[src/rtl/gbn_pkg.sv]
// ---------------------------------------------------------------------------
// gbn_pkg
// Types and constants of the go-back-n sender.
// ---------------------------------------------------------------------------
package gbn_pkg;

  localparam int unsigned OP_W      = 2;
  localparam int unsigned KIND_W    = 3;
  localparam int unsigned PORT_SEQ_W = 16;
  localparam int unsigned WORD0_W   = 64;
  localparam int unsigned WORD1_W   = 64;
  localparam int unsigned WORD2_W   = 32;
  localparam int unsigned STORE_W   = WORD0_W + WORD1_W + WORD2_W;

  // Window base and next sequence number after reset.
  localparam int unsigned SEQ_RESET = 1;

  typedef enum logic [OP_W-1:0] {
    OP_MSG = 2'd0,
    OP_ACK = 2'd1,
    OP_TMO = 2'd2
  } op_e;

  // Code with no meaning, dropped without a result.
  localparam logic [OP_W-1:0] OP_RESERVED = 2'd3;

  typedef enum logic [KIND_W-1:0] {
    KIND_PACKET   = 3'd0,
    KIND_TSTART   = 3'd1,
    KIND_TSTOP    = 3'd2,
    KIND_TRESTART = 3'd3,
    KIND_REFUSED  = 3'd4
  } kind_e;

  typedef enum logic [1:0] {
    ST_IDLE,
    ST_RESEND,
    ST_TSTART
  } state_e;

  // Where the payload of a result comes from.
  typedef enum logic [1:0] {
    SRC_ZERO,
    SRC_INPUT,
    SRC_RAM
  } src_e;

  typedef struct packed {
    logic                  valid;
    kind_e                 kind;
    logic [PORT_SEQ_W-1:0] seq;
    src_e                  src;
    logic                  last;
  } emit_t;

endpackage

[src/rtl/gbn_out.sv]
// ---------------------------------------------------------------------------
// gbn_out
// Result register with payload select between input, RAM and zero.
// ---------------------------------------------------------------------------
module gbn_out (
  input  logic                            clk_i,
  input  logic                            rst_ni,
  input  gbn_pkg::emit_t                  emit_i,
  input  logic [gbn_pkg::STORE_W-1:0]     in_word_i,
  input  logic [gbn_pkg::STORE_W-1:0]     ram_rdata_i,
  output logic                            valid_o,
  output logic [gbn_pkg::KIND_W-1:0]      kind_o,
  output logic [gbn_pkg::PORT_SEQ_W-1:0]  out_seq_o,
  output logic [gbn_pkg::WORD0_W-1:0]     out_word0_o,
  output logic [gbn_pkg::WORD1_W-1:0]     out_word1_o,
  output logic [gbn_pkg::WORD2_W-1:0]     out_word2_o,
  output logic                            last_o
);
  import gbn_pkg::*;

  logic                  valid_q;
  kind_e                 kind_q;
  logic [PORT_SEQ_W-1:0] seq_q;
  src_e                  src_q;
  logic                  last_q;
  logic [STORE_W-1:0]    word_q;
  logic [STORE_W-1:0]    word_sel;

  always_ff @(posedge clk_i or negedge rst_ni) begin
    if (!rst_ni) begin
      valid_q <= 1'b0;
    end else begin
      valid_q <= emit_i.valid;
    end
  end

  always_ff @(posedge clk_i) begin
    if (emit_i.valid) begin
      kind_q <= emit_i.kind;
      seq_q  <= emit_i.seq;
      src_q  <= emit_i.src;
      last_q <= emit_i.last;
      if (emit_i.src == SRC_INPUT) begin
        word_q <= in_word_i;
      end
    end
  end

  always_comb begin
    unique case (src_q)
      SRC_INPUT: word_sel = word_q;
      SRC_RAM:   word_sel = ram_rdata_i;
      default:   word_sel = '0;
    endcase
  end

  assign valid_o     = valid_q;
  assign kind_o      = kind_q;
  assign out_seq_o   = seq_q;
  assign last_o      = last_q;
  assign out_word0_o = word_sel[WORD0_W-1:0];
  assign out_word1_o = word_sel[WORD0_W+WORD1_W-1:WORD0_W];
  assign out_word2_o = word_sel[STORE_W-1:WORD0_W+WORD1_W];

endmodule

[config.mk]
export PLATFORM = sky130hd
export DESIGN_NAME = gbn_out
export DESIGN_NICKNAME = d
export VERILOG_FILES = /design/src/rtl/gbn_pkg.sv /design/src/rtl/gbn_out.sv
export SDC_FILE = /design/constraint.sdc
export NUM_CORES = 1
export LEC_CHECK = 0
export BUFFER_PORTS_ARGS = -buffer_cell sky130_fd_sc_hd__buf_2
export CAP_MARGIN = 10
export CORE_AREA = 2 2 203 205
export CTS_CLUSTER_SIZE = 25
export DETAILED_ROUTE_END_ITERATION = 12
export DIE_AREA = 0 0 205 207
export PLACE_DENSITY = 0.52
export SYNTH_ARGS = -nofsm -noshare
export SYNTH_HDL_FRONTEND = slang
export SYNTH_SLANG_ARGS = --single-unit
[constraint.sdc]
create_clock -name clk_i -period 4.1 [get_ports clk_i]
set_clock_uncertainty 0.05 [all_clocks]
set_input_delay 0.41 -clock clk_i [delete_from_list [all_inputs] [get_ports clk_i]]
set_output_delay 0.41 -clock clk_i [all_outputs]
set_load 0.05 [all_outputs]
==> out/results.ini <==
[outcome]
outcome = finished, final reports clean

[routing]
drt_wl_total_um = 28500
via_per_inst = 4.16
wl_per_cell_um = 17.7
route.detailed.drc = 0
ant_nets = 0
dr.pass1.iters = 4
via_count = 6704
drtIter0Drc = 446

[timing]
slew_headroom_pct = 43.6
worstMarginPinSlew_ps = 846
tns_ps = 0
setup_viol = 0
finalHoldViolCount = 0
fmax_mhz = 325
rsz0062_at_grt = no
slew_violations = 0
fin_crit_sh_pct = 75.1
period_minus_slack_ps = 3080

[worst_setup_path]
crit_type = reg2out
cp_max_fo = 44
cp-end-kind = output pin
crit_required_ps = 3640
arrival_ps = 2620
start_kind = flop

[final_layout]
most-common-layout-cells = buf_2, edfxtp_1, nor2_1, a22oi_2, a22oi_1
final_common_cell = buf_2
areaGrowthSynthToFinish_pct = 44.7
drive_gt1_share_pct = 64.0
fin_area_mm2 = 0.0120
stdcell_count = 1610
nets = 1411

[power]
leakagePower_nw = 5.01
p_sw_share_pct = 33.4
p_comb_share_pct = 24.6
clkPwrFrac_pct = 33.5
power.density_mw_per_mm2 = 439
p_switching_w = 0.00176
seqPwrFrac_pct = 41.9
ir_drop_mv = 0.269
internal-power_w = 0.00350

[floorplan]
fp.dieH_um = 207
initial_core_util_pct = 20.5
ios = 526
rows = 74
die_x_um = 205
coreArea_mm2 = 0.0404
dieArea_mm2 = 0.0424

[clock_tree]
cts_max_level = 4
cts_root_buf = clkbuf_16
cts_hold_buf = 1
cts.sinks = 183
post_cts_buffers = 0
tritoncts = built
clock_tree.buffer_depth = 2
post_cts_resized = 0
numCtsBuffers = 17
path_clk_slew_ps = 80

[global_routing]
grt_overflow = 0
antenna_found_initial = 3
grt_util_met2_pct = 21.8
grt_max_degree = 161
met1_usage_pct = 15.0
groute.usage.overall_pct = 12.9
met3_usage_pct = 4.66
grt_pass1_wl_um = 41100
grt_pass1_vias = 6846
top_usage_layer = met2

[logic_synthesis]
syn_area_per_cell_um2 = 14.7
netlist.area_leader.share_pct = 65.9
synth_area_mm2 = 0.00829
ys_ff_latch = 183
synth_area_leaders = edfxtp_1, a22oi_2, nor2_1
synth_seq_area_share_pct = 66.2
synth_fp_nets = 910
synth_top_area_cell = edfxtp_1
yosysWarnings = 0
synth.distinct_cells = 14
synth_cells = 563

[worst_hold_path]
min_path_type = in2reg

[placement]
dp_cells = 1576
portBuffers = 525
place_hpwl_um = 20700
dpl_cell_area_mm2 = 0.0114
routabilityCongestion = 0.815

[run]
drv_cap = 0

==> worst max-delay path, cell delays in order, from the launching register on <==
cell and delay (ps):
edfxtp_1 430, inv_1 130, ha_4 510, buf_12 290
buf_4 250, a22oi_2 100, nor2_1 120, buf_2 280
==> layer usage <==
metal  vias up  routed length (um)
li1       3155                   -
met1      3182               11400
met2       334               13900
met3        29                2710
met4         4                 527
met5         -                  25
==> Yosys cell counts (all sizes together) <==
master,number
a22oi,160
edfxtp,182
clkbuf,6
nor2,161
nand2,1
buf,48
ha,2
inv,2
dfrtp,1
==> cells by family (layout without fill, tap and decap cells) <==
kind of cell	Yosys count	count (layout)	share of synthesized area, %
buf+inv	56	570	5.01
flops	183	183	66.2
fa+ha+maj	2	2	0.302
compound gates	160	160	20.5
other cells	0	1	0
simple gates	162	162	7.94
==> metrics by stage <==
stage,total power (W),util (%),hold WS [ps],setup WS [ps]
detailed placement,0.00356,28.2,137,1440
floorplan,0.00315,-,64.4,788
global route,0.00549,29.7,49.0,848
global placement,0.00355,28.2,135,1480
finish,0.00527,29.7,85.8,1020
CTS,0.00536,29.7,42.3,918
==> registers in the layout, indices dropped and copies added (netlist names) <==
signal,count
kind_o,3
last_o,1
out_seq_o,16
src_q,2
valid_o,1
word_q,160
==> power by group through the flow <==
stage / clock (W) / sequential, W / combinational, W
6_report: 0.00176 / 0.00221 / 0.00130
3_3_place_gp: 0 / 0.00225 / 0.00130
5_1_grt: 0.00190 / 0.00222 / 0.00137
2_1_floorplan: 0 / 0.00229 / 0.000858
4_1_cts: 0.00184 / 0.00221 / 0.00131
3_5_place_dp: 0 / 0.00225 / 0.00131
==> path summary, 6_finish.rpt <==
check                          startpoint               to  slack, ps  cells past startpoint
max in group asynchronous          rst_ni          valid_o       3680                      2
hold / removal             in_word_i[145]      word_q[145]         90                      1
min in group asynchronous          rst_ni          valid_o        230                      2
setup / recovery                 src_q[0]  out_word1_o[58]       1020                      7
==> area by class of cell <==
type                    instances  area [um^2]
flip-flops and latches        183         5490
diodes                          1         2.50
clock buffers                  17          425
repair buffers                536         2800
multi-input cells             324         2420
clock inverters                15          191
fillers                      4208        28400
inverters                       2         7.51
well taps                     532          666
Power figures use the tool's default switching activity.
