**config.mk**
```make
export PLATFORM = sky130hd
export DESIGN_NAME = gbn_ctrl
export DESIGN_NICKNAME = d
export VERILOG_FILES = /design/src/rtl/gbn_pkg.sv /design/src/rtl/gbn_ctrl.sv
export SDC_FILE = /design/constraint.sdc
export NUM_CORES = 1
export LEC_CHECK = 0
export BUFFER_PORTS_ARGS = -buffer_cell sky130_fd_sc_hd__buf_2
export CAP_MARGIN = 20
export CORE_UTILIZATION = 40
export DETAILED_ROUTE_END_ITERATION = 16
export PLACE_DENSITY = 0.65
export SYNTH_ARGS = -nofsm -noshare
export SYNTH_HDL_FRONTEND = slang
export SYNTH_SLANG_ARGS = --single-unit
```
**constraint.sdc**
```tcl
create_clock -name clk_i -period 11.49 [get_ports clk_i]
set_input_delay 1.149 -clock clk_i [delete_from_list [all_inputs] [get_ports clk_i]]
set_output_delay 1.149 -clock clk_i [all_outputs]
set_load 0.005 [all_outputs]
```
**src/rtl/gbn_pkg.sv**
```systemverilog
// ---------------------------------------------------------------------------
// gbn_pkg
// Types and constants of the go-back-n sender.
// ---------------------------------------------------------------------------
package gbn_pkg;

  localparam int unsigned OP_W      = 2;
  localparam int unsigned KIND_W    = 3;
  localparam int unsigned PORT_SEQ_W = 16;
  localparam int unsigned WORD0_W   = 64;
  localparam int unsigned WORD1_W   = 64;
  localparam int unsigned WORD2_W   = 32;
  localparam int unsigned STORE_W   = WORD0_W + WORD1_W + WORD2_W;

  // Window base and next sequence number after reset.
  localparam int unsigned SEQ_RESET = 1;

  typedef enum logic [OP_W-1:0] {
    OP_MSG = 2'd0,
    OP_ACK = 2'd1,
    OP_TMO = 2'd2
  } op_e;

  // Code with no meaning, dropped without a result.
  localparam logic [OP_W-1:0] OP_RESERVED = 2'd3;

  typedef enum logic [KIND_W-1:0] {
    KIND_PACKET   = 3'd0,
    KIND_TSTART   = 3'd1,
    KIND_TSTOP    = 3'd2,
    KIND_TRESTART = 3'd3,
    KIND_REFUSED  = 3'd4
  } kind_e;

  typedef enum logic [1:0] {
    ST_IDLE,
    ST_RESEND,
    ST_TSTART
  } state_e;

  // Where the payload of a result comes from.
  typedef enum logic [1:0] {
    SRC_ZERO,
    SRC_INPUT,
    SRC_RAM
  } src_e;

  typedef struct packed {
    logic                  valid;
    kind_e                 kind;
    logic [PORT_SEQ_W-1:0] seq;
    src_e                  src;
    logic                  last;
  } emit_t;

endpackage

```
**src/rtl/gbn_ctrl.sv**
```systemverilog
// ---------------------------------------------------------------------------
// gbn_ctrl
// Window state, command decode and resend sequencer of the go-back-n sender.
// ---------------------------------------------------------------------------
module gbn_ctrl #(
  parameter int unsigned WINDOW     = 8,
  parameter int unsigned RING_DEPTH = 64,
  parameter int unsigned SEQ_BITS   = 16,
  localparam int unsigned SlotW     = $clog2(RING_DEPTH)
) (
  input  logic                          clk_i,
  input  logic                          rst_ni,
  input  logic                          start,
  input  logic [gbn_pkg::OP_W-1:0]      op_i,
  input  logic [gbn_pkg::PORT_SEQ_W-1:0] ack_seq_i,
  input  logic                          ack_intact_i,
  output logic                          busy,
  output gbn_pkg::emit_t                emit_o,
  output logic                          ram_we_o,
  output logic [SlotW-1:0]              ram_waddr_o,
  output logic                          ram_re_o,
  output logic [SlotW-1:0]              ram_raddr_o
);
  import gbn_pkg::*;

  localparam int unsigned CntW = $clog2(WINDOW + 1);

  state_e              state_q, state_d;
  logic [CntW-1:0]     cnt_q, cnt_d;
  logic [SEQ_BITS-1:0] base_q, base_d;
  logic [SEQ_BITS-1:0] next_q, next_d;
  logic [SlotW-1:0]    bslot_q, bslot_d;

  logic [SEQ_BITS-1:0] outstanding;
  logic [CntW-1:0]     inflight;
  logic                win_open;
  logic                ring_full;
  logic [SEQ_BITS-1:0] ack_a;
  logic [SEQ_BITS-1:0] ack_next;
  logic [SEQ_BITS-1:0] ack_d;

  // base_slot + off mod RING_DEPTH; off never exceeds RING_DEPTH.
  function automatic logic [SlotW-1:0] slot_at(input logic [SlotW-1:0] bslot,
                                               input logic [SlotW:0] off);
    logic [SlotW:0] sum;
    sum = {1'b0, bslot} + off;
    if (sum >= (SlotW+1)'(RING_DEPTH)) begin
      sum = sum - (SlotW+1)'(RING_DEPTH);
    end
    return sum[SlotW-1:0];
  endfunction

  assign outstanding = next_q - base_q;
  assign win_open    = 32'(outstanding) < 32'(WINDOW);
  assign inflight    = win_open ? CntW'(outstanding) : CntW'(WINDOW);
  assign ring_full   = (32'(outstanding) >= 32'(RING_DEPTH)) || (&outstanding);
  assign ack_a       = SEQ_BITS'(ack_seq_i);
  assign ack_next    = ack_a + SEQ_BITS'(1);
  assign ack_d       = ack_next - base_q;

  assign busy = (state_q != ST_IDLE);

  // Next state
  always_comb begin
    state_d = state_q;
    cnt_d   = cnt_q;
    unique case (state_q)
      ST_IDLE: begin
        if (start) begin
          if (op_i == OP_MSG && !ring_full && outstanding == '0) begin
            state_d = ST_TSTART;
          end else if (op_i == OP_TMO && inflight != '0) begin
            state_d = ST_RESEND;
            cnt_d   = '0;
          end
        end
      end
      ST_RESEND: begin
        cnt_d = cnt_q + CntW'(1);
        if (cnt_q == inflight - CntW'(1)) begin
          state_d = ST_TSTART;
        end
      end
      ST_TSTART: state_d = ST_IDLE;
      default:   state_d = ST_IDLE;
    endcase
  end

  // Datapath and result requests
  always_comb begin
    base_d      = base_q;
    next_d      = next_q;
    bslot_d     = bslot_q;
    emit_o      = '{valid: 1'b0, kind: KIND_PACKET, seq: '0, src: SRC_ZERO, last: 1'b0};
    ram_we_o    = 1'b0;
    ram_waddr_o = slot_at(bslot_q, (SlotW+1)'(outstanding));
    ram_re_o    = 1'b0;
    ram_raddr_o = slot_at(bslot_q, (SlotW+1)'(cnt_q));
    unique case (state_q)
      ST_IDLE: begin
        if (start) begin
          unique case (op_i)
            OP_MSG: begin
              if (ring_full) begin
                emit_o.valid = 1'b1;
                emit_o.kind  = KIND_REFUSED;
                emit_o.last  = 1'b1;
              end else begin
                ram_we_o = 1'b1;
                next_d   = next_q + SEQ_BITS'(1);
                if (win_open) begin
                  emit_o.valid = 1'b1;
                  emit_o.kind  = KIND_PACKET;
                  emit_o.seq   = PORT_SEQ_W'(next_q);
                  emit_o.src   = SRC_INPUT;
                  // empty window: a timer start follows
                  emit_o.last  = (outstanding != '0);
                end
              end
            end
            OP_ACK: begin
              if (ack_intact_i) begin
                if (ack_d == '0) begin
                  // duplicate of the last ack
                  if (outstanding == '0) begin
                    emit_o.valid = 1'b1;
                    emit_o.kind  = KIND_TSTOP;
                    emit_o.last  = 1'b1;
                  end
                end else if (32'(ack_d) <= 32'(inflight)) begin
                  base_d       = ack_next;
                  bslot_d      = slot_at(bslot_q, (SlotW+1)'(ack_d));
                  emit_o.valid = 1'b1;
                  emit_o.kind  = (ack_next == next_q) ? KIND_TSTOP : KIND_TRESTART;
                  emit_o.last  = 1'b1;
                end
              end
            end
            OP_TMO: begin
              if (inflight == '0) begin
                emit_o.valid = 1'b1;
                emit_o.kind  = KIND_TSTART;
                emit_o.last  = 1'b1;
              end
            end
            default: ;
          endcase
        end
      end
      ST_RESEND: begin
        ram_re_o     = 1'b1;
        emit_o.valid = 1'b1;
        emit_o.kind  = KIND_PACKET;
        emit_o.seq   = PORT_SEQ_W'(base_q + SEQ_BITS'(cnt_q));
        emit_o.src   = SRC_RAM;
      end
      ST_TSTART: begin
        emit_o.valid = 1'b1;
        emit_o.kind  = KIND_TSTART;
        emit_o.last  = 1'b1;
      end
      default: ;
    endcase
  end

  always_ff @(posedge clk_i or negedge rst_ni) begin
    if (!rst_ni) begin
      state_q <= ST_IDLE;
      cnt_q   <= '0;
      base_q  <= SEQ_BITS'(SEQ_RESET);
      next_q  <= SEQ_BITS'(SEQ_RESET);
      bslot_q <= '0;
    end else begin
      state_q <= state_d;
      cnt_q   <= cnt_d;
      base_q  <= base_d;
      next_q  <= next_d;
      bslot_q <= bslot_d;
    end
  end

endmodule

```
==> summary.md, run 1 <==
| Metric | Value |
|---|---|
| Simple-Gate Fraction of Synth Area | 20.8% |
| Setup CP Type | flop to output pin |
| Remaining Overflow, GRT | 0 |
| Port bufs | 59 |
| Number of antenna diodes | 0 |
| Dpl hpwl | about 13000 microns |
| Area growth, synth to finish | 9.49% |
| Critical Path Fanout Max | 8 |
| Yosys top cell by area | dfrtp_1 |
| CP Data Arrival Time | approximately 5800 ps |
| Max_cap viols | 0 |
| GRT Total Usage | ~22% |
| Post-synth EDFFs | 0 |
| GPL Wtd Cong | a little over 0.9 |
| Crit start category | flop |
| Global-route wire length before repair | between 20000 and 30000 microns |
| Starting Density | 41.5% |
| Gate power share | a little under two fifths |
| Synth cell types | just over 80 |
| Top-level I/O count | 60 |
| Register area share after synthesis | a little under a fifth |
| Peak supply drop | 0.0679 mV |
| Switching power | between 0.2 and 0.25 mW |
| Status | finished, final reports clean |
| Synth Area per Inst | 8.22 sq um |
| Layout cell share with drive strength beyond 1 | 14.6% |
| Vias in the first global route | approximately 5000 |
| CP peak stage delay | between 500 and 600 ps |
| Adder-cell share of the synthesized area | between 10% and 20% |
| Sequential power share | 32.7% |
| Core Area | around 0.014 sq mm |
| DRC viols | 0 |
| Slew margin rel. | a little under half |
| Worst-skew pair later-pin latency | 290 ps |
| FFs w/ async S/R, synth | between 90% and 100% |
| Syn_nets | approximately 800 |
| Num Clock Sinks | 44 |
| Top-area cell type share of the netlist area | a little under a fifth |
| Hold_buf cts | 0 |
| Critical path capture point type | output pin |
| Starting DRT DRC Count | around 350 |
| Routed wire length | roughly 16000 microns |
| Vias/cell | roughly 5.7 |
| Main combinational cell family by area after synthesis | compound AO/OA/AOI/OAI gates |
| Top cells by area, synth | dfrtp_1, ha_1, xnor2_1 |
| Cell Area, Synth | slightly below 0.006 sq mm |
| Die area | 0.0151 sq mm |
| WP buf/inv | 2 |
| Post-synthesis mux area share | under 10% |
| # Post-CTS Setup Buffers | 0 |
| Worst-path clk slew | 70 ps |
| # setup viols final | 0 |
| RSZ-0062 raised after global routing | no |
| Slowest-stage cell, CP | dfstp_2 |
| Tcrit/Tclk final | 60.4% |
| DRT antenna net count | 0 |
| Fin. max-slew vios | 0 |
| CTS buffer count | 5 |
| Crit path cell chain | ha_1 > inv_1 > fa_1 > a211oi_1 > nor2_1 > o41a_1 > a211oi_2 > o211ai_2 > a2111oi_4 > and2_1 > nand2_1 > ha_1 > nor2b_1 > o21ai_0 > nand2b_1 > a21oi_1 > o21a_1 > a41oi_1 > or3_1 > o21ai_0 > a22o_1 > buf_2 |
| Cell area power density | 89.6 mW/mm^2 |
| Die H | 123 microns |
| Routed via count | 5372 |
| Initial antenna violation count | 0 |
| Hold Fails Final Rpt | 0 |
| Syn Inst Count | between 700 and 800 |
| Cell family with the largest share of critical-path delay | compound AO/OA/AOI/OAI gates |
| WHS | approximately 510 ps |
| Leakage | between 2 and 3 nW |
| Routed len/inst | ~17 microns |
| Yosys warning total | 0 |
| Switching Share | 36.2% |
| CTS root buffer | clkbuf_16 |
| Clock power share | a little under 30% |
| CTS tree | built |
| Pre-antenna DRT Iters | 5 |
| Worst path required time | between 10000 and 15000 ps |
| Pint | roughly 0.36 mW |
| Xor/xnor cell area share of the yosys netlist | between 10% and 20% |
| Largest net degree at the start of global routing | 45 |
| Nets | roughly 840 |
| Fmax | ~0.14 GHz |
| Ys flop type | dfrtp_1 |
| Max Root-Sink Buffers | 2 |
| Setup_tns | 0 ps |
| Row count | between 40 and 50 |
| Hold Crit Class | flop to flop |
| Post-synthesis compound-gate area fraction | a little over a fifth |
| Fin crit period | 6940 ps |
| Die X | approximately 120 microns |
| Clock Skew | 7.17 ps |
| CTS H-Tree Depth | 2 |
| Flops & latches, synth | 44 |
| Slew @ Worst Pin | 799 ps |
| Cts repair resizes | 0 |
-- through the flow --
step | worst slack (ps) | cells | area [sq um] | power [mW] | utilization [%]
5_1_grt | 4120 | 935 | 6380 | 0.616 | 45.4
3_3_place_gp | 4920 | 927 | 6210 | 0.406 | 44.3
3_5_place_dp | 4930 | 927 | 6210 | 0.406 | 44.3
2_1_floorplan | 5840 | 709 | 5830 | 0.336 | -
4_1_cts | 4600 | 935 | 6380 | 0.576 | 45.4
6_report | 4550 | 935 | 6380 | 0.572 | 45.4
-- worst register-to-register path, delay by kind of cell, from the launching register on --
| family | cells | cell delay [ps] |
|---|---|---|
| muxes | 1 | 390 |
| AOI/OAI and AO/OA | 8 | 2080 |
| adders and majority gates | 3 | 930 |
| buffers and inverters | 2 | 380 |
| DFF | 1 | 580 |
| and+or+nand+nor | 6 | 1020 |
-- layout by cell type, fill, tap and decap left out, types with 3 or more instances in the layout --
cell type  synthesis  routed
nand2_1           66      66
ha_1              61      61
buf_2              6      59
xnor2_1           57      57
inv_1             53      53
dfrtp_1           42      42
a21oi_1           40      40
nor2_1            35      35
xor2_1            31      31
o21ai_0           31      31
nand3_1           27      27
nor3_1            20      20
mux2_2            18      18
a21o_1            17      17
nand4_1           15      15
o21ai_1           15      15
and3_1            10      10
nand2b_1           9       9
and2_1             8       8
nor2b_1            8       8
nor4_1             7       7
o211ai_1           7       7
o21a_1             6       6
o21bai_1           6       6
or3_1              6       6
fa_1               6       6
clkbuf_16          0       5
and4_1             4       4
o31a_1             4       4
mux2i_1            4       4
a211oi_1           4       4
o22ai_1            4       4
a22o_1             4       4
a31oi_1            3       3
nor2_2             3       3
-- cells in the mapped netlist (all sizes together) (3+ instances only) --
cell type  instances
o211ai             8
a21o              17
nor2b              8
dfrtp             42
nor3              20
o221ai             3
and4               4
o21a               6
o31a               4
nand4             16
or3                6
mux2              19
a22o               4
mux2i              4
and3              10
xor2              32
inv               53
a31oi              3
nand2             67
o21ai             46
a211oi             5
o41ai              3
a2111oi            3
and2               8
o21bai             6
xnor2             57
buf               18
fa                 6
nand2b             9
nand3             27
clkbuf             5
ha                61
nor4               8
a21oi             42
o22ai              4
nor2              39
-- layer usage --
metal | part of all wire [%] | GRT usage (%)
met1 | 48 | 30.9
met2 | 45 | 35.3
met3 | 5.7 | 3.58
met4 | 1.9 | 5.34
met5 | 0 | 0
-- state kept, by name, indices dropped and copies added, names as in the netlist --
register	cells
cnt_q	4
next_q	16
base_q	16
state_q	2
bslot_q	6
-- layout make-up --
cell class / count / area, sq um
Clock buffer: 6 / 129
Clock inverter: 2 / 35.0
Fill cell: 1438 / 7660
Inverter: 53 / 199
Multi-Input combinational cell: 589 / 4380
Sequential cell: 44 / 1100
Tap cell: 180 / 225
Timing Repair Buffer: 61 / 310
-- power groups by stage --
| stage | Combinational [mW] | Sequential, mW | Clock [mW] |
|---|---|---|---|
| 2_1_floorplan | 0.156 | 0.180 | 0 |
| 3_3_place_gp | 0.216 | 0.190 | 0 |
| 3_5_place_dp | 0.216 | 0.190 | 0 |
| 4_1_cts | 0.218 | 0.187 | 0.172 |
| 5_1_grt | 0.250 | 0.189 | 0.176 |
| 6_report | 0.217 | 0.187 | 0.168 |
-- path summary, 6_finish.rpt --
kind                                        start                      to  slack [ps]  cells after the start
max                         base_q[0]$_DFFE_PN1P_              emit_o[22]        4550                     22
min                        base_q[13]$_DFFE_PN0P_  base_q[13]$_DFFE_PN0P_         510                      1
max reg2reg                 base_q[0]$_DFFE_PN1P_  base_q[14]$_DFFE_PN0P_        6000                     20
min reg2reg                base_q[13]$_DFFE_PN0P_  base_q[13]$_DFFE_PN0P_         510                      1
max in group asynchronous                  rst_ni  base_q[13]$_DFFE_PN0P_       10110                      2
min in group asynchronous                  rst_ni  bslot_q[3]$_DFFE_PN0P_         940                      2
-- kinds of logic (layout without fill, tap and decap cells) --
| family | count (synthesis) | count (layout) |
|---|---|---|
| AOI/OAI and AO/OA | 177 | 177 |
| xor gates and xnor gates | 89 | 89 |
| adders and majority gates | 67 | 67 |
| buffers and inverters | 76 | 122 |
| DFF | 44 | 44 |
| muxes | 23 | 23 |
| and+or+nand+nor | 233 | 233 |
No activity file was read; power rests on OpenSTA's default activity.
==> inputs of run 2 (changes only) <==
==> constraint.sdc (replaced) <==
create_clock -name clk_i -period 6.6 [get_ports clk_i]
set_input_delay 0.66 -clock clk_i [delete_from_list [all_inputs] [get_ports clk_i]]
set_output_delay 0.66 -clock clk_i [all_outputs]
set_load 0.005 [all_outputs]
==> run 2 against run 1 <==
Flip-flop and latch count is the same. Clock power increased by 73%. Final cell count rose by 0.11%. Non-clock buffer count is 1 higher. Sequential share of layout area barely moved. Clock skew is 0.69 ps lower. Via count decreased by 0.39%. Cell area is 0.12% higher. Combinational power rose by 77%. Highest routed layer unchanged.
==> summary.md, run 2 (synthesis gave the netlist of run 1 again) <==
| Metric | Value |
|---|---|
| Starting Density | between 40% and 50% |
| Worst path required time | 5940 ps |
| Worst-skew pair later-pin latency | about 300 ps |
| Top-level I/O count | 60 |
| Setup WS post-layout | just under 500 ps |
| Layout cell share with drive strength beyond 1 | between 10 and 15% |
| CTS root buffer | clkbuf_16 |
| Slowest-stage cell, CP | dfstp_2 |
| Slew margin rel. | ~49% |
| Core Area | around 0.014 sq mm |
| Setup_tns | 0 ps |
| Peak supply drop | between 0.09 and 0.1 mV |
| Routed wire length | approximately 16000 microns |
| Layout Cells excl Fill | between 900 and 1000 |
| CTS H-Tree Depth | 2 |
| DRC viols | 0 |
| Met3 wire length | roughly 990 microns |
| Clock Skew | 6.48 ps |
| Initial antenna violation count | 0 |
| Num Clock Sinks | 44 |
| DRT antenna net count | 0 |
| Area growth, synth to finish | 9.62% |
| Row count | 43 |
| Hold Fails Final Rpt | 0 |
| WP buf/inv | 3 |
| # setup viols final | 0 |
| FF/Latch Area | roughly 0.0011 sq mm |
| Fin crit period | around 6100 ps |
| Hold_buf cts | 0 |
| Number of antenna diodes | 0 |
| Crit start category | flop |
| Worst-path clk slew | around 60 ps |
| Status | finished, final reports clean |
| Critical Path Fanout Max | 8 |
| Die area | 0.0151 sq mm |
| Levels on crit path | 23 |
| Leakage | 2.97 nW |
| Crit path cell chain | ha_1 > inv_1 > fa_1 > a211oi_1 > nor2_1 > o41a_1 > a211oi_2 > o211ai_2 > a2111oi_4 > buf_4 > and2_1 > nand2_1 > ha_1 > nor2b_1 > o21ai_0 > nand2b_1 > a21oi_1 > o21a_1 > a41oi_1 > or3_1 > o21ai_0 > a22o_1 > buf_2 |
| Remaining Overflow, GRT | 0 |
| Nets | roughly 840 |
| Vias/cell | 5.72 |
| Hold Crit Class | input port to async pin |
| Tcrit/Tclk final | about 90% |
| Met2 WL | roughly 7300 microns |
| Cell area power density | 157 mW/mm^2 |
| Critical path capture point type | output pin |
| Die X | 123 microns |
| Place WS | 886 ps |
| Multi-input gate area | 0.00438 sq mm |
| GRT Total Usage | between 20% and 30% |
| CTS buffer count | 5 |
| Most common cell after layout, fill and taps aside | nand2_1 |
| Most frequent cells in the layout | nand2_1, ha_1, buf_2, xnor2_1, inv_1 |
| Port bufs | just under 60 |
| Vias in the first global route | 4997 |
| Final Cell Area | around 0.0064 sq mm |
| Uppermost layer routed | met4 |
| GPL Wtd Cong | 0.965 |
| # Post-CTS Setup Buffers | 0 |
| Final core utilization | between 40% and 50% |
| Die H | approximately 120 microns |
| Global-route wire length before repair | approximately 26000 microns |
| Cts repair resizes | 0 |
| CTS tree | built |
| CP peak stage delay | roughly 560 ps |
| Post-Place Cells | roughly 930 |
| DRT met1 WL | 7410 microns |
| Cell family with the largest share of critical-path delay | compound AO/OA/AOI/OAI gates |
| Routed len/inst | 17.1 microns |
| Area post-placement | around 0.0062 sq mm |
| Largest regs | base_q x16, next_q x16, bslot_q x6 |
| Fillers | around 1400 |
| Routed via count | ~5400 |
| RSZ-0062 raised after global routing | no |
| Max Root-Sink Buffers | 2 |
| Pre-antenna DRT Iters | 5 |
| Slew @ Worst Pin | 764 ps |
| Fin. max-slew vios | 0 |
| Setup CP Type | flop to output pin |
| CP Data Arrival Time | 5450 ps |
| R2R depth | 21 |
| Max_cap viols | 0 |
| Starting DRT DRC Count | 500 |
| Dpl hpwl | between 10000 and 15000 microns |
| Fmax | roughly 0.16 GHz |
| Largest net degree at the start of global routing | 45 |
==> run 2: changes by cell type in the layout (fill, tap and decap cells not counted) <==
cell   before  now
buf_4       2    3
==> run 2: layout make-up <==
class	count	share of cell area, %
multi-input combinational	589	68.5
clock buffer	6	2.02
clock inverter	2	0.549
inverter	53	3.12
timing repair buffer	62	4.98
tap	180	3.53
sequential	44	17.3
==> run 2: final timing paths <==
check | from | slack [ps] | end
setup / recovery | base_q[0]$_DFFE_PN1P_ | 490 | emit_o[22]
hold / removal | rst_ni | 450 | bslot_q[1]$_DFFE_PN0P_
setup reg to reg | base_q[0]$_DFFE_PN1P_ | 1310 | base_q[9]$_DFFE_PN0P_
hold reg to reg | base_q[8]$_DFFE_PN0P_ | 510 | base_q[8]$_DFFE_PN0P_
max in group asynchronous | rst_ni | 5720 | base_q[7]$_DFFE_PN0P_
min in group clk_i | base_q[8]$_DFFE_PN0P_ | 510 | base_q[8]$_DFFE_PN0P_
==> run 2: where the power goes <==
part           internal, mW  total (mW)  switching [mW]
sequential            0.285       0.327          0.0419
clock                 0.178       0.291           0.113
combinational         0.173       0.385           0.212
total                 0.636        1.00           0.367
==> run 2: metrics by stage <==
step / hold WS [ps] / total power, mW
after global routing: 514 / 1.07
final: 445 / 1.00
after global placement: 491 / 0.712
after detailed placement: 495 / 0.715
after CTS: 476 / 1.01
after floorplan: 364 / 0.584
==> run 2: per-layer routing <==
| metal | vias to the layer above | global-route usage (%) |
|---|---|---|
| li1 | 2648 | - |
| met1 | 2504 | 30.7 |
| met2 | 173 | 36.1 |
| met3 | 26 | 3.72 |
| met4 | 0 | 6.17 |
| met5 | - | 0 |
==> inputs of run 3 (changes only) <==
--- a/config.mk
+++ b/config.mk
@@ -5,11 +5,12 @@
 export SDC_FILE = /design/constraint.sdc
 export NUM_CORES = 1
 export LEC_CHECK = 0
-export BUFFER_PORTS_ARGS = -buffer_cell sky130_fd_sc_hd__buf_2
+export BUFFER_PORTS_ARGS = -buffer_cell sky130_fd_sc_hd__clkbuf_2
 export CAP_MARGIN = 20
 export CORE_UTILIZATION = 40
 export DETAILED_ROUTE_END_ITERATION = 16
 export PLACE_DENSITY = 0.65
+export SKIP_CTS_REPAIR_TIMING = 1
 export SYNTH_ARGS = -nofsm -noshare
 export SYNTH_HDL_FRONTEND = slang
 export SYNTH_SLANG_ARGS = --single-unit
==> run 3 against run 2 <==
Cell area grew 0.51%. Largest cell class unchanged. Flip-flop and latch count is the same. Clock power grew 14%. Wire length grew 0.99%. Sequential power is essentially flat. Setup slack gained 14 ps. Power grew 3.7%. Worst hold slack lost 3.3 ps. Sequential share of layout area shrank 0.088 points. Die area is the same. First-iteration DRC count shrank 3.4%. Via count grew 0.34%.
==> summary.md, run 3 (synthesis gave the netlist of run 1 again) <==
| Metric | Value |
|---|---|
| DRT antenna net count | 0 |
| Clock Skew | approximately 4.6 ps |
| GPL Wtd Cong | approximately 0.96 |
| Slew margin rel. | roughly 54% |
| Peak supply drop | 0.131 mV |
| Num Clock Sinks | 44 |
| Fin crit period | 6090 ps |
| Dpl hpwl | about 13000 microns |
| Initial antenna violation count | 0 |
| Cell area power density | around 160 mW/mm^2 |
| Max Root-Sink Buffers | 2 |
| Most common cell after layout, fill and taps aside | nand2_1 |
| Most frequent cells in the layout | nand2_1, ha_1, clkbuf_2, xnor2_1, inv_1 |
| Worst-path clk slew | 70 ps |
| CTS root buffer | clkbuf_16 |
| GRT Total Usage | between 20% and 30% |
| Starting Density | 41.5% |
| Critical path capture point type | output pin |
| FF-to-FF End | base_q[9]$_DFFE_PN0P_ |
| Vias/cell | roughly 5.7 |
| Setup_tns | 0 ps |
| Area growth, synth to finish | 10.2% |
| RSZ-0062 raised after global routing | no |
| Routed wire length | around 16000 microns |
| Nets | approximately 850 |
| Largest net degree at the start of global routing | 45 |
| Post-Place Cells | around 930 |
| Die X | 123 microns |
| Die H | ~120 microns |
| Layout Cells excl Fill | roughly 940 |
| Setup CP Type | flop to output pin |
| Fin. max-slew vios | 0 |
| CTS buffer count | 5 |
| Slew @ Worst Pin | between 600 and 700 ps |
| Hold Fails Final Rpt | 0 |
| DRC viols | 0 |
| Fillers | between 1000 and 1500 |
| # setup viols final | 0 |
| CTS tree | built |
| FF/Latch Area | 0.00110 sq mm |
| Routed via count | ~5400 |
| Vias in the first global route | 4941 |
| Row count | 43 |
| CP Data Arrival Time | around 5400 ps |
| Worst-skew pair later-pin latency | 290 ps |
| CTS H-Tree Depth | 2 |
| Critical Path Fanout Max | 8 |
| R2R Setup Slk | 1270 ps |
| Global-route wire length before repair | approximately 26000 microns |
| Hold Crit Class | input port to async pin |
| Number of antenna diodes | 0 |
| Remaining Overflow, GRT | 0 |
| Core Area | ~0.014 sq mm |
| Die area | 0.0151 sq mm |
| Leakage | a little under 3 nW |
| R2R depth | 21 |
| Starting DRT DRC Count | roughly 480 |
| Layout cell share with drive strength beyond 1 | between 10% and 20% |
| Worst path required time | around 5900 ps |
| Routed len/inst | roughly 17 microns |
| Power Total | about 1.0 mW |
| Port bufs | 59 |
| Crit start category | flop |
| Pre-antenna DRT Iters | 5 |
| Multi-input gate area | 0.00438 sq mm |
| RR Startpoint | base_q[0]$_DFFE_PN1P_ |
| Top-level I/O count | 60 |
| Max_cap viols | 0 |
| Tcrit/Tclk final | about 92% |
| Largest regs | base_q x16, next_q x16, bslot_q x6 |
| Status | finished, final reports clean |
| Fmax | roughly 0.16 GHz |
run 3: cell types whose count changed in the layout (fill, tap and decap cells not counted):
cell and change:
bufinv_16 +1, buf_2 -59, buf_4 +1, clkbuf_2 +59, clkinv_2 -1
run 3: area by class of cell:
cell class | count | area share [%]
timing repair buffer | 63 | 5.07
multi-input combinational | 589 | 68.2
sequential | 44 | 17.2
clock buffer | 6 | 2.01
clock inverter | 2 | 0.936
tap | 180 | 3.51
inverter | 53 | 3.10
run 3: routing by layer:
| metal | global-route usage (%) | share of wire [%] | vias to the layer above |
|---|---|---|---|
| met5 | 0 | 0 | - |
| met4 | 7.16 | 2.4 | 0 |
| met3 | 3.11 | 5.2 | 31 |
| met2 | 35.4 | 45 | 199 |
| met1 | 30.4 | 47 | 2490 |
| li1 | - | - | 2649 |
run 3: worst max path at each step:
stage,to,from
global route,emit_o[22],base_q[0]$_DFFE_PN1P_
detailed placement,emit_o[22],base_q[0]$_DFFE_PN1P_
finish,emit_o[22],base_q[0]$_DFFE_PN1P_
floorplan,emit_o[22],base_q[0]$_DFFE_PN1P_
CTS,emit_o[22],base_q[0]$_DFFE_PN1P_
global placement,emit_o[22],base_q[0]$_DFFE_PN1P_
run 3: per-stage QoR:
step           setup WS [ps]  util (%)  area [sq um]  hold slack (ps)
5_1_grt                  164      45.7          6420              513
3_3_place_gp             962      44.4          6230              489
3_5_place_dp             888      44.4          6230              495
4_1_cts                  548      45.7          6420              482
6_report                 508      45.7          6420              442
2_1_floorplan           1440         -          5830              364
run 3: power by group:
| group | internal, mW | total, mW | switching [mW] |
|---|---|---|---|
| Sequential | 0.285 | 0.325 | 0.0403 |
| Clock | 0.217 | 0.332 | 0.115 |
| Combinational | 0.172 | 0.383 | 0.211 |
run 3: worst max-delay path: stages (launching register included):
cell and delay [ps]:
dfstp_2 560, ha_1 190, inv_1 60, fa_1 440, a21oi_1 290, o221a_2 280
mux2i_1 200, o311a_1 240, o211ai_2 110, a2111oi_4 300, buf_4 220, and2_1 300
nand2_1 160, ha_1 310, nor2b_1 130, o21ai_0 140, nand2b_1 70, a21oi_1 140
o21a_1 180, a41oi_1 50, or3_1 420, o21ai_0 100, a22o_1 150, clkbuf_2 100
